[config.mk]
export PLATFORM = sky130hd
export DESIGN_NAME = kruskal_mst_matrix
export DESIGN_NICKNAME = d
export VERILOG_FILES = /design/src/kmst_pkg.sv /design/src/kmst_weight_ram.sv /design/src/kruskal_mst_matrix.sv
export SDC_FILE = /design/constraint.sdc
export NUM_CORES = 2
export LEC_CHECK = 0
export BUFFER_PORTS_ARGS = -buffer_cell sky130_fd_sc_hd__buf_2
export CORE_UTILIZATION = 52
export DETAILED_ROUTE_END_ITERATION = 10
export GPL_ROUTABILITY_DRIVEN = 1
export MAX_ROUTING_LAYER = met4
export PLACE_DENSITY = 0.8
export RECOVER_POWER = 25
export SYNTH_ARGS = -nofsm -noshare
export SYNTH_HDL_FRONTEND = slang
export SYNTH_HIERARCHICAL = 1
export SYNTH_SLANG_ARGS = --single-unit
[constraint.sdc]
create_clock -name clk_i -period 3.87 [get_ports clk_i]
set_input_delay 0 -clock clk_i [delete_from_list [all_inputs] [get_ports clk_i]]
set_output_delay 0 -clock clk_i [all_outputs]
set_load 0.03 [all_outputs]
[src/kmst_pkg.sv]
// ----------------------------------------------------------------------------
// kmst_pkg: shared types and constants for the Kruskal spanning tree block.
// Holds the vertex and weight sizing and the controller state encoding.
// ----------------------------------------------------------------------------
package kmst_pkg;
  localparam int MaxVertices = 16;
  localparam int WeightBits  = 16;
  localparam int VtxBits     = $clog2(MaxVertices);
  localparam int AddrBits    = 2 * VtxBits;
  localparam int CostBits    = 20;
  localparam int RankBits    = 3;
  localparam logic [WeightBits-1:0] NoneWeight = '1;
  localparam logic [RankBits-1:0]   RankMax    = '1;
  localparam logic [1:0] RegVertexCount = 2'd0;

  typedef enum logic [3:0] {
    ST_LOAD, ST_INIT, ST_SCAN, ST_SCAN_END, ST_FIND_A, ST_FIND_B,
    ST_JOIN, ST_EMIT, ST_SUMMARY
  } kmst_state_e;
endpackage

[src/kmst_weight_ram.sv]
// ----------------------------------------------------------------------------
// kmst_weight_ram: weight store with one write port and one registered read.
// Entries are addressed by row and column of the upper triangle.
// ----------------------------------------------------------------------------
module kmst_weight_ram (
  input  logic                          clk_i,
  input  logic                          we_i,
  input  logic [kmst_pkg::AddrBits-1:0]   waddr_i,
  input  logic [kmst_pkg::WeightBits-1:0] wdata_i,
  input  logic [kmst_pkg::AddrBits-1:0]   raddr_i,
  output logic [kmst_pkg::WeightBits-1:0] rdata_o
);
  import kmst_pkg::*;
  logic [WeightBits-1:0] mem [2**AddrBits];

  always_ff @(posedge clk_i) begin
    if (we_i) mem[waddr_i] <= wdata_i;
    rdata_o <= mem[raddr_i];
  end
endmodule

[src/kruskal_mst_matrix.sv]
// ----------------------------------------------------------------------------
// kruskal_mst_matrix: loads the upper triangle of a weight matrix, then finds a
// minimum spanning tree by Kruskal's method with union-find.
// ----------------------------------------------------------------------------
// Weight beats load back to back, one per cycle while in the load state, into the
// weight RAM. The last beat starts a run: an init step, then per round a scan of all
// n*n addresses, a step for the registered RAM read, a walk to each root, a join step
// and, for an accepted edge, an emit beat that waits on the output. A run has at most
// n(n-1)/2 rounds, one per edge considered, and ends with the summary beat. Reset (async,
// active low) clears the forest, controller and vertex count to 16; the RAM is kept.
module kruskal_mst_matrix (
  input  logic        clk_i,
  input  logic        rst_ni,
  input  logic        psel,
  input  logic        penable,
  input  logic        pwrite,
  input  logic [1:0]  paddr,
  input  logic [31:0] pwdata,
  output logic [31:0] prdata,
  output logic        pready,
  input  logic        in_valid_i,
  output logic        in_ready_o,
  input  logic [3:0]  row_vertex_i,
  input  logic [3:0]  col_vertex_i,
  input  logic [15:0] edge_weight_i,
  input  logic        last_weight_i,
  output logic        out_valid_o,
  input  logic        out_ready_i,
  output logic        edge_valid_o,
  output logic [3:0]  edge_number_o,
  output logic [3:0]  end_a_o,
  output logic [3:0]  end_b_o,
  output logic [15:0] edge_cost_o,
  output logic [19:0] total_cost_o,
  output logic        spans_all_o,
  output logic        last_result_o
);
  import kmst_pkg::*;

  kmst_state_e state_q, state_d;
  logic [4:0] vcount_q;
  logic [VtxBits-1:0] n1_q;   // n-1, clamped, latched at run start
  logic [VtxBits-1:0] parent_q [MaxVertices];
  logic [RankBits-1:0] rank_q [MaxVertices];
  logic [VtxBits-1:0] cnt_q;
  logic [CostBits-1:0] sum_q;
  // Scan address and pipeline of the previous address for the RAM data.
  logic [VtxBits-1:0] si_q, sj_q, pi_q, pj_q;
  logic rd_ok_q;
  logic found_q;
  logic [WeightBits-1:0] best_q;
  logic [VtxBits-1:0] br_q, bc_q, ra_q, rb_q, walk_q;
  // Key of the edge picked in the previous round of this run.
  logic picked_q;
  logic [WeightBits-1:0] pick_w_q;
  logic [VtxBits-1:0] pick_r_q, pick_c_q;

  // Configuration port: the user must write only while idle; the block does not enforce it.
  assign pready = 1'b1;
  assign prdata = (paddr == RegVertexCount) ? {27'd0, vcount_q} : 32'd0;

  logic cfg_we;
  assign cfg_we = psel && penable && pwrite && (paddr == RegVertexCount);

  // Input swap and store.
  logic [VtxBits-1:0] lo_v, hi_v;
  logic in_fire;
  assign in_ready_o = (state_q == ST_LOAD);
  assign in_fire = in_valid_i && in_ready_o;
  assign lo_v = (row_vertex_i > col_vertex_i) ? col_vertex_i : row_vertex_i;
  assign hi_v = (row_vertex_i > col_vertex_i) ? row_vertex_i : col_vertex_i;

  logic [WeightBits-1:0] rdata;
  logic [AddrBits-1:0] raddr;
  assign raddr = {si_q, sj_q};

  kmst_weight_ram u_ram (
    .clk_i, .we_i(in_fire && (lo_v != hi_v)), .waddr_i({lo_v, hi_v}),
    .wdata_i(edge_weight_i), .raddr_i(raddr), .rdata_o(rdata)
  );

  // Candidate test on the data returned for the previous address. Picks come
  // out in strictly rising (weight, row, column) order, so an edge is still
  // unprocessed exactly when its key lies beyond the previous pick.
  logic cand, better, scan_last, past_pick;
  assign past_pick = !picked_q || ({rdata, pi_q, pj_q} > {pick_w_q, pick_r_q, pick_c_q});
  assign cand = rd_ok_q && (pi_q < pj_q) && (pj_q <= n1_q) && past_pick
                && (rdata != '0) && (rdata != NoneWeight);
  assign better = cand && (!found_q || rdata < best_q);
  assign scan_last = (si_q == n1_q) && (sj_q == n1_q);

  logic at_root;
  assign at_root = (parent_q[walk_q] == walk_q);

  // Next state.
  always_comb begin
    state_d = state_q;
    case (state_q)
      ST_LOAD:     if (in_fire && last_weight_i) state_d = ST_INIT;
      ST_INIT:     state_d = (n1_q == '0) ? ST_SUMMARY : ST_SCAN;
      ST_SCAN:     if (scan_last) state_d = ST_SCAN_END;
      ST_SCAN_END: state_d = (found_q || better) ? ST_FIND_A : ST_SUMMARY;
      ST_FIND_A:   if (at_root) state_d = ST_FIND_B;
      ST_FIND_B:   if (at_root) state_d = ST_JOIN;
      ST_JOIN:     state_d = (ra_q != walk_q) ? ST_EMIT :
                             ((cnt_q == n1_q) ? ST_SUMMARY : ST_SCAN);
      ST_EMIT:     if (out_ready_i) state_d = (cnt_q == n1_q) ? ST_SUMMARY : ST_SCAN;
      ST_SUMMARY:  if (out_ready_i) state_d = ST_LOAD;
      default:     state_d = ST_LOAD;
    endcase
  end

  // Outputs.
  always_comb begin
    out_valid_o   = (state_q == ST_EMIT) || (state_q == ST_SUMMARY);
    edge_valid_o  = (state_q == ST_EMIT);
    edge_number_o = (state_q == ST_EMIT) ? cnt_q - 4'd1 : cnt_q;
    end_a_o       = (state_q == ST_EMIT) ? br_q : '0;
    end_b_o       = (state_q == ST_EMIT) ? bc_q : '0;
    edge_cost_o   = (state_q == ST_EMIT) ? best_q : '0;
    total_cost_o  = sum_q;
    spans_all_o   = (state_q == ST_SUMMARY) && (cnt_q == n1_q);
    last_result_o = (state_q == ST_SUMMARY);
  end

  logic [4:0] vclamp;
  always_comb begin
    vclamp = vcount_q;
    if (vclamp == 5'd0) vclamp = 5'd1;
    if (vclamp > 5'(MaxVertices)) vclamp = 5'(MaxVertices);
  end

  always_ff @(posedge clk_i or negedge rst_ni) begin
    if (!rst_ni) begin
      state_q <= ST_LOAD;
      vcount_q <= 5'd16;
      n1_q <= '0;
      cnt_q <= '0;
      sum_q <= '0;
      si_q <= '0; sj_q <= '0; pi_q <= '0; pj_q <= '0;
      rd_ok_q <= 1'b0;
      found_q <= 1'b0;
      best_q <= '0; br_q <= '0; bc_q <= '0;
      ra_q <= '0; rb_q <= '0; walk_q <= '0;
      picked_q <= 1'b0; pick_w_q <= '0; pick_r_q <= '0; pick_c_q <= '0;
      for (int k = 0; k < MaxVertices; k++) begin
        parent_q[k] <= VtxBits'(k);
        rank_q[k] <= '0;
      end
    end else begin
      state_q <= state_d;
      if (cfg_we) vcount_q <= pwdata[4:0];
      pi_q <= si_q; pj_q <= sj_q;
      rd_ok_q <= (state_q == ST_SCAN);
      case (state_q)
        ST_LOAD: if (in_fire && last_weight_i) n1_q <= VtxBits'(vclamp - 5'd1);
        ST_INIT: begin
          cnt_q <= '0; sum_q <= '0; picked_q <= 1'b0;
          si_q <= '0; sj_q <= '0; found_q <= 1'b0;
          for (int k = 0; k < MaxVertices; k++) begin
            parent_q[k] <= VtxBits'(k);
            rank_q[k] <= '0;
          end
        end
        ST_SCAN, ST_SCAN_END: begin
          if (better) begin
            found_q <= 1'b1; best_q <= rdata; br_q <= pi_q; bc_q <= pj_q;
          end
          if (state_q == ST_SCAN) begin
            if (sj_q == n1_q) begin
              sj_q <= '0; si_q <= si_q + 1'b1;
            end else sj_q <= sj_q + 1'b1;
          end else begin
            walk_q <= better ? pi_q : br_q;
          end
        end
        ST_FIND_A: if (at_root) begin
          ra_q <= walk_q;
          parent_q[br_q] <= walk_q;   // path compression of the start node
          walk_q <= bc_q;
        end else walk_q <= parent_q[walk_q];
        ST_FIND_B: if (at_root) begin
          rb_q <= walk_q;
          parent_q[bc_q] <= walk_q;
        end else walk_q <= parent_q[walk_q];
        ST_JOIN: begin
          picked_q <= 1'b1; pick_w_q <= best_q; pick_r_q <= br_q; pick_c_q <= bc_q;
          si_q <= '0; sj_q <= '0; found_q <= 1'b0;
          if (ra_q != rb_q) begin
            if (rank_q[ra_q] < rank_q[rb_q]) parent_q[ra_q] <= rb_q;
            else begin
              parent_q[rb_q] <= ra_q;
              if (rank_q[ra_q] == rank_q[rb_q] && rank_q[ra_q] != RankMax)
                rank_q[ra_q] <= rank_q[ra_q] + 1'b1;
            end
            cnt_q <= cnt_q + 1'b1;
            sum_q <= sum_q + CostBits'(best_q);
          end
        end
        default: ;
      endcase
    end
  end
  // ST_JOIN compares ra_q against rb_q; walk_q equals rb_q there.

  ap_in_only_load: assert property (@(posedge clk_i) disable iff (!rst_ni)
    in_ready_o |-> !out_valid_o) else $error("input taken during compute");
  ap_cnt_bound: assert property (@(posedge clk_i) disable iff (!rst_ni)
    cnt_q <= n1_q || state_q == ST_LOAD || state_q == ST_INIT)
    else $error("edge count overrun");
  ap_summary_load: assert property (@(posedge clk_i) disable iff (!rst_ni)
    (last_result_o && out_ready_i) |=> in_ready_o) else $error("no return to load");
endmodule
Yosys cells after proc, flatten, opt, wreduce, memory -nomap -nowiden
Memory sizes are Yosys's and may differ from the RTL's. A register that Yosys moved wholly into a read port is not among the register bits. Index checks and enable logic that the tools add are counted.

Add/sub/neg operators: 7. $mul: 0. Divide/modulo/power cells: 0. $lt $le $gt $ge: 16. Eq/ne operators: 32. Shift-type cells: 0. Multiplexer cells: 73. Bitwise operators: 5. Reduce and logical (&&, ||, !) cells: 48.

Operator list (count): $bwmux 64 (4); $mux 64 (4); $pmux 64 s4 (1); $mux 48 (3); $mux 4 (31); $pmux 48 s2 (1); $demux 4 s4 (4); $bwmux 48 (1); $pmux 20 s2 (1); $pmux 4 s9 (1); $ne 2x2->1 const B (13); $ge 5x5->1 const B (5); $not 4->5 (5); $bmux 3 s4 (2); $gt 24x24->1 (1); $pmux 4 s2 (3); $add 20x16->20 (1); $lt 5x1->1 const B (4); $mux 20 (1); $logic_and 1x1->1 (19); $bmux 4 s4 (1); $eq 4x3->1 const B (4); $eq 4x4->1 (4); $lt 16x16->1 (1); 37 further kinds (66).

Register bits: 228. Latch bits: 0. Memory bits (writable): 4096. ROM bits: 0. Bits of input ports: 66. Memories kept: 1.

Memories: u_ram.mem (words 256, bits a word 16, rd ports 1, clocked after memory_dff 1, wr ports 1, line kmst_weight_ram.sv:14) `logic [WeightBits-1:0] mem [2**AddrBits];`.

Depth between registers and ports, before layout
Depth after elaboration: 10. Mapped depth: 16. Gate-level depth less buffers: 12.

Cells and area by module
Netlist, hierarchy kept.

By module, submodules not included: kmst_weight_ram (times used 1, cells an instance 7360, area an instance 158714.7 um2, seq. area each 123318.3 um2); kruskal_mst_matrix (times used 1, cells an instance 1812, area an instance 16065.4 um2, seq. area each 5746.8 um2).

Worst setup path after synthesis
Ideal clock, no wire load.

Path type: register to register. Start: register state_q[2]. End: memory u_ram.mem[234][0], enable pin. Library setup time: 389 ps. Arrival time: 3729 ps. Setup slack: -247 ps. Cell stages (with the launch flop): 9. Path buffers: 4. Period minus slack after synthesis: 4117 ps. Cells stage by stage: dfrtp_1 -> clkbuf_1 -> nor4_1 -> and3_1 -> clkbuf_1 -> clkbuf_1 -> nand3_1 -> clkbuf_1 -> nor2_1.

Word-level cells in the longest chain between the ends: 5.

Ends and longest elaborated chain: from (decl) (line kruskal_mst_matrix.sv:40) `kmst_state_e state_q, state_d;`; from (signal assigned) (line kruskal_mst_matrix.sv:151) `state_q <= state_d;`; $logic_not 4->1 (line kruskal_mst_matrix.sv:68) `assign in_ready_o = (state_q == ST_LOAD);`; net in_ready_o (line kruskal_mst_matrix.sv:22) `output logic in_ready_o,`; $logic_and 1x1->1 (line kruskal_mst_matrix.sv:69) `assign in_fire = in_valid_i && in_ready_o;`; $logic_and 1x1->1 (line kruskal_mst_matrix.sv:78) `.clk_i, .we_i(in_fire && (lo_v != hi_v)), .waddr_i({lo_v, hi_v}),`; $mux 1 (line kmst_weight_ram.sv:17) `if (we_i) mem[waddr_i] <= wdata_i;`; $mux 1 (not written as such) (line kmst_weight_ram.sv:17); to (decl) (line kmst_weight_ram.sv:14).

The timed path passes the listed nets, and every way through them passes these cells.

==> flow_metrics.env <==
export IMPL_clockBufferDepth=4
export IMPL_dieArea_sq_um=338000
export IMPL_dp_hpwl_microns=292000
export IMPL_die_width_microns=582
export IMPL_synth_edf_count=4096
export IMPL_grt_overflow=0
export IMPL_rsz0062_at_grt="false"
export IMPL_rr_startpoint="sj_q[1]"
export IMPL_layout_min_cycle_time_ps=4010
export IMPL_synthArstFlopShare=0.0525
export IMPL_cts_buffers=413
export IMPL_syn_inst=9172
export IMPL_gr_usage_all_layers=0.298
export IMPL_crit_fanout=68
export IMPL_first_global_vias=99345
export IMPL_maxCapViolCount=22
export IMPL_clock_root_buffer="clkbuf_16"
export IMPL_holdWs_ps=84.6
export IMPL_slew_headroom=-1.47
export IMPL_status="finished, violations left"
export IMPL_critPathCaptureType="flip-flop"
export IMPL_finalNonFillerCells=14634
export IMPL_clock_latency_ps=1010
export IMPL_gp_congestion=0.955
export IMPL_ios=152
export IMPL_rrSetupSlack_ps=-140
export IMPL_syn_avg_cell_area_sq_um=19.1
export IMPL_worst_pin_slew_ps=3710
export IMPL_synth_flop_cell="edfxtp_1"
export IMPL_synth_area_sq_um=175000
export IMPL_hold_violations=0
export IMPL_worst_r2r_cell_count=9
export IMPL_maxSlewViolCount=2206
export IMPL_port_buffers=96
export IMPL_crit_top_cell="buf_4"
export IMPL_dp_slack_ps=6.80
export IMPL_worst_slack_ps=-142
export IMPL_ir_worst_vdd_mv=0.513
export IMPL_max_stage_delay_ps=720
export IMPL_fmax_ghz=0.249
export IMPL_num_rows=212
export IMPL_cts_tree="yes"
export IMPL_post_drt_wl_per_cell_microns=34.0
export IMPL_placed_area_sq_um=187000
export IMPL_ctsHtreeMaxLevel=5
export IMPL_post_layout_total_power_mw=125
export IMPL_vias=100197
export IMPL_fin_crit_sh=1.04
export IMPL_grt_pass1_wl_microns=708000
export IMPL_totalWireLength_microns=498000
export IMPL_drive_above_1_share=0.243
export IMPL_worstPathCellList="buf_4 > nand2b_4 > buf_12 > buf_4 > o221ai_1 > a21oi_1 > nor2_1 > nand4_1 > nor4_1"
export IMPL_p_leak_nw=64.3
export IMPL_r2r_end="u_ram/rdata_o[7]"
export IMPL_violations="capacitance limit, slew limit, setup timing"
export IMPL_skew_ps=69.0
export IMPL_fin_area_sq_um=201000
export IMPL_drt_initial_drc_count=16449
export IMPL_ys_seq_area_frac=0.738
export IMPL_placed_cells=13815
export IMPL_cts_sinks=4340
export IMPL_hold_path_cell_count=4
export IMPL_mostFrequentLayoutCells="4096 x edfxtp_1, 842 x mux4_2, 586 x mux2i_1"
export IMPL_postRouteAntennaNets=0
export IMPL_power_density_nw_per_um2=622
export IMPL_start_util=0.523
export IMPL_cp_data_required_time_ps=4700
export IMPL_dieHeight_microns=582
export IMPL_drtPass1Iterations=6
export IMPL_clk_pin_slew_ps=70
export IMPL_ys_warnings_count=6
export IMPL_viasPerCell=6.85
export IMPL_setup_viol=2
export IMPL_yosysTopAreaCell="edfxtp_1"
export IMPL_ys_ff_latch=4340
export IMPL_cp_arrival_ps=4840
export IMPL_area_growth_pct=14.9
export IMPL_route_detailed_drc=0
export IMPL_cp_slowest_cell="dfrtp_4"
export IMPL_min_to="vcount_q[0]"
export IMPL_multi_input_comb_area_sq_um=42200
export IMPL_crit_type="reg -> reg"
export IMPL_grt_max_degree=138
export IMPL_start_kind="flip-flop"
export IMPL_min_from="penable"
export IMPL_final_common_cell="edfxtp_1"
export IMPL_regArea_sq_um=129000
export IMPL_synth_cell_types=91
export IMPL_synth_area_leaders="edfxtp_1 70%, mux4_2 11%, mux2i_1 3.4%, dfrtp_1 2.8%, o221ai_1 1.6%"
export IMPL_min_delay_path_class="in -> reg"
export IMPL_netlist_area_leader_share=0.704
export IMPL_antenna_found_initial=25
export IMPL_coreArea_sq_um=334000
export IMPL_nets=10025
export IMPL_fillers=21903
-- final cells by class --
type	instances	share of cell area
Inverter	80	0.00154
Clock inverter	258	0.0133
Antenna cell	31	0.000386
Timing Repair Buffer	877	0.0513
Clock buffer	491	0.0532
Multi-Input combinational cell	4170	0.210
Sequential cell	4340	0.643
Tap cell	4387	0.0273
-- registers in the layout (all words and copies together) (netlist names), 5 cells and up --
| name | count |
|---|---|
| u_ram/mem | 4096 |
| parent_q | 64 |
| rank_q | 48 |
| total_cost_o | 20 |
| best_q | 16 |
| pick_w_q | 16 |
| u_ram/rdata_o | 16 |
| vcount_q | 5 |
-- metrics by stage --
stage | util | setup TNS (ps)
after floorplan | - | -11450
after global placement | 0.561 | 0
after detailed placement | 0.561 | 0
after CTS | 0.602 | 0
after global routing | 0.601 | 0
final | 0.601 | -156
-- worst max path at each step --
stage,start,endpoint,slack (ps),depth (start not counted)
detailed placement,ra_q[0],parent_q[14],7,12
floorplan,ra_q[1],parent_q[4],-200,15
global placement,ra_q[0],parent_q[12],70,12
finish,sj_q[1],u_ram/rdata_o[7],-140,9
global route,sj_q[0],u_ram/rdata_o[1],4,10
CTS,sj_q[0],u_ram/rdata_o[6],60,8
-- power by group --
group	internal (mW)	switching [mW]
logic	12.5	18.3
registers	52.2	1.37
clock network	22.7	17.8
-- cells in the mapped netlist (19+ instances only) --
| cell | n |
|---|---|
| o21ai_0 | 235 |
| nor4_1 | 33 |
| a22oi_1 | 44 |
| edfxtp_1 | 4096 |
| a221oi_1 | 33 |
| o32ai_1 | 20 |
| clkbuf_1 | 329 |
| o22ai_1 | 187 |
| o21a_1 | 27 |
| buf_4 | 56 |
| dfrtp_1 | 195 |
| a21oi_1 | 259 |
| dfstp_2 | 33 |
| nand2_1 | 257 |
| nand4_1 | 43 |
| o221ai_1 | 318 |
| nor2b_1 | 28 |
| mux2i_1 | 586 |
| a22o_1 | 54 |
| a211oi_1 | 31 |
| nor3_1 | 107 |
| nand2b_1 | 26 |
| ha_1 | 76 |
| xor2_1 | 30 |
| buf_2 | 89 |
| and2_1 | 19 |
| nor2_1 | 451 |
| buf_6 | 82 |
| inv_1 | 78 |
| buf_1 | 36 |
| o2bb2ai_1 | 21 |
| mux4_2 | 842 |
| nand3_1 | 90 |
| mux2_2 | 115 |
-- critical path: cells and delay by family, from the launching register on --
family	cells	cell delay [ps]
flops	1	720
buf+inv	3	740
compound gates	2	590
simple gates	4	1680
-- repair_timing --
action / CTS / global route
setup buffers: 0 / 2
setup endpoints to repair: 4 / 66
hold buffers: 37 / 0
hold endpoints to repair: 2917 / 0
resized for setup: 2 / 6
-- routing by layer --
layer  track usage  wire, microns  vias up
li1              -              -    39311
met1         0.377         167000    50868
met2         0.456         234000     8450
met3        0.0720          66600     1568
met4         0.144          29700        0
met5             -              0        -
-- cells by family (layout without fill, tap and decap cells) --
logic type	Yosys count	count (layout)	synth area share
other	2	59	0.0000430
xor gates and xnor gates	43	43	0.00215
buffers and inverters	688	1706	0.0213
and+or+nand+nor	1138	1138	0.0300
DFF	4340	4340	0.738
muxes	1545	1545	0.150
AOI/OAI and AO/OA	1339	1339	0.0529
adders and majority gates	77	77	0.00556
Power figures use the tool's default switching activity.
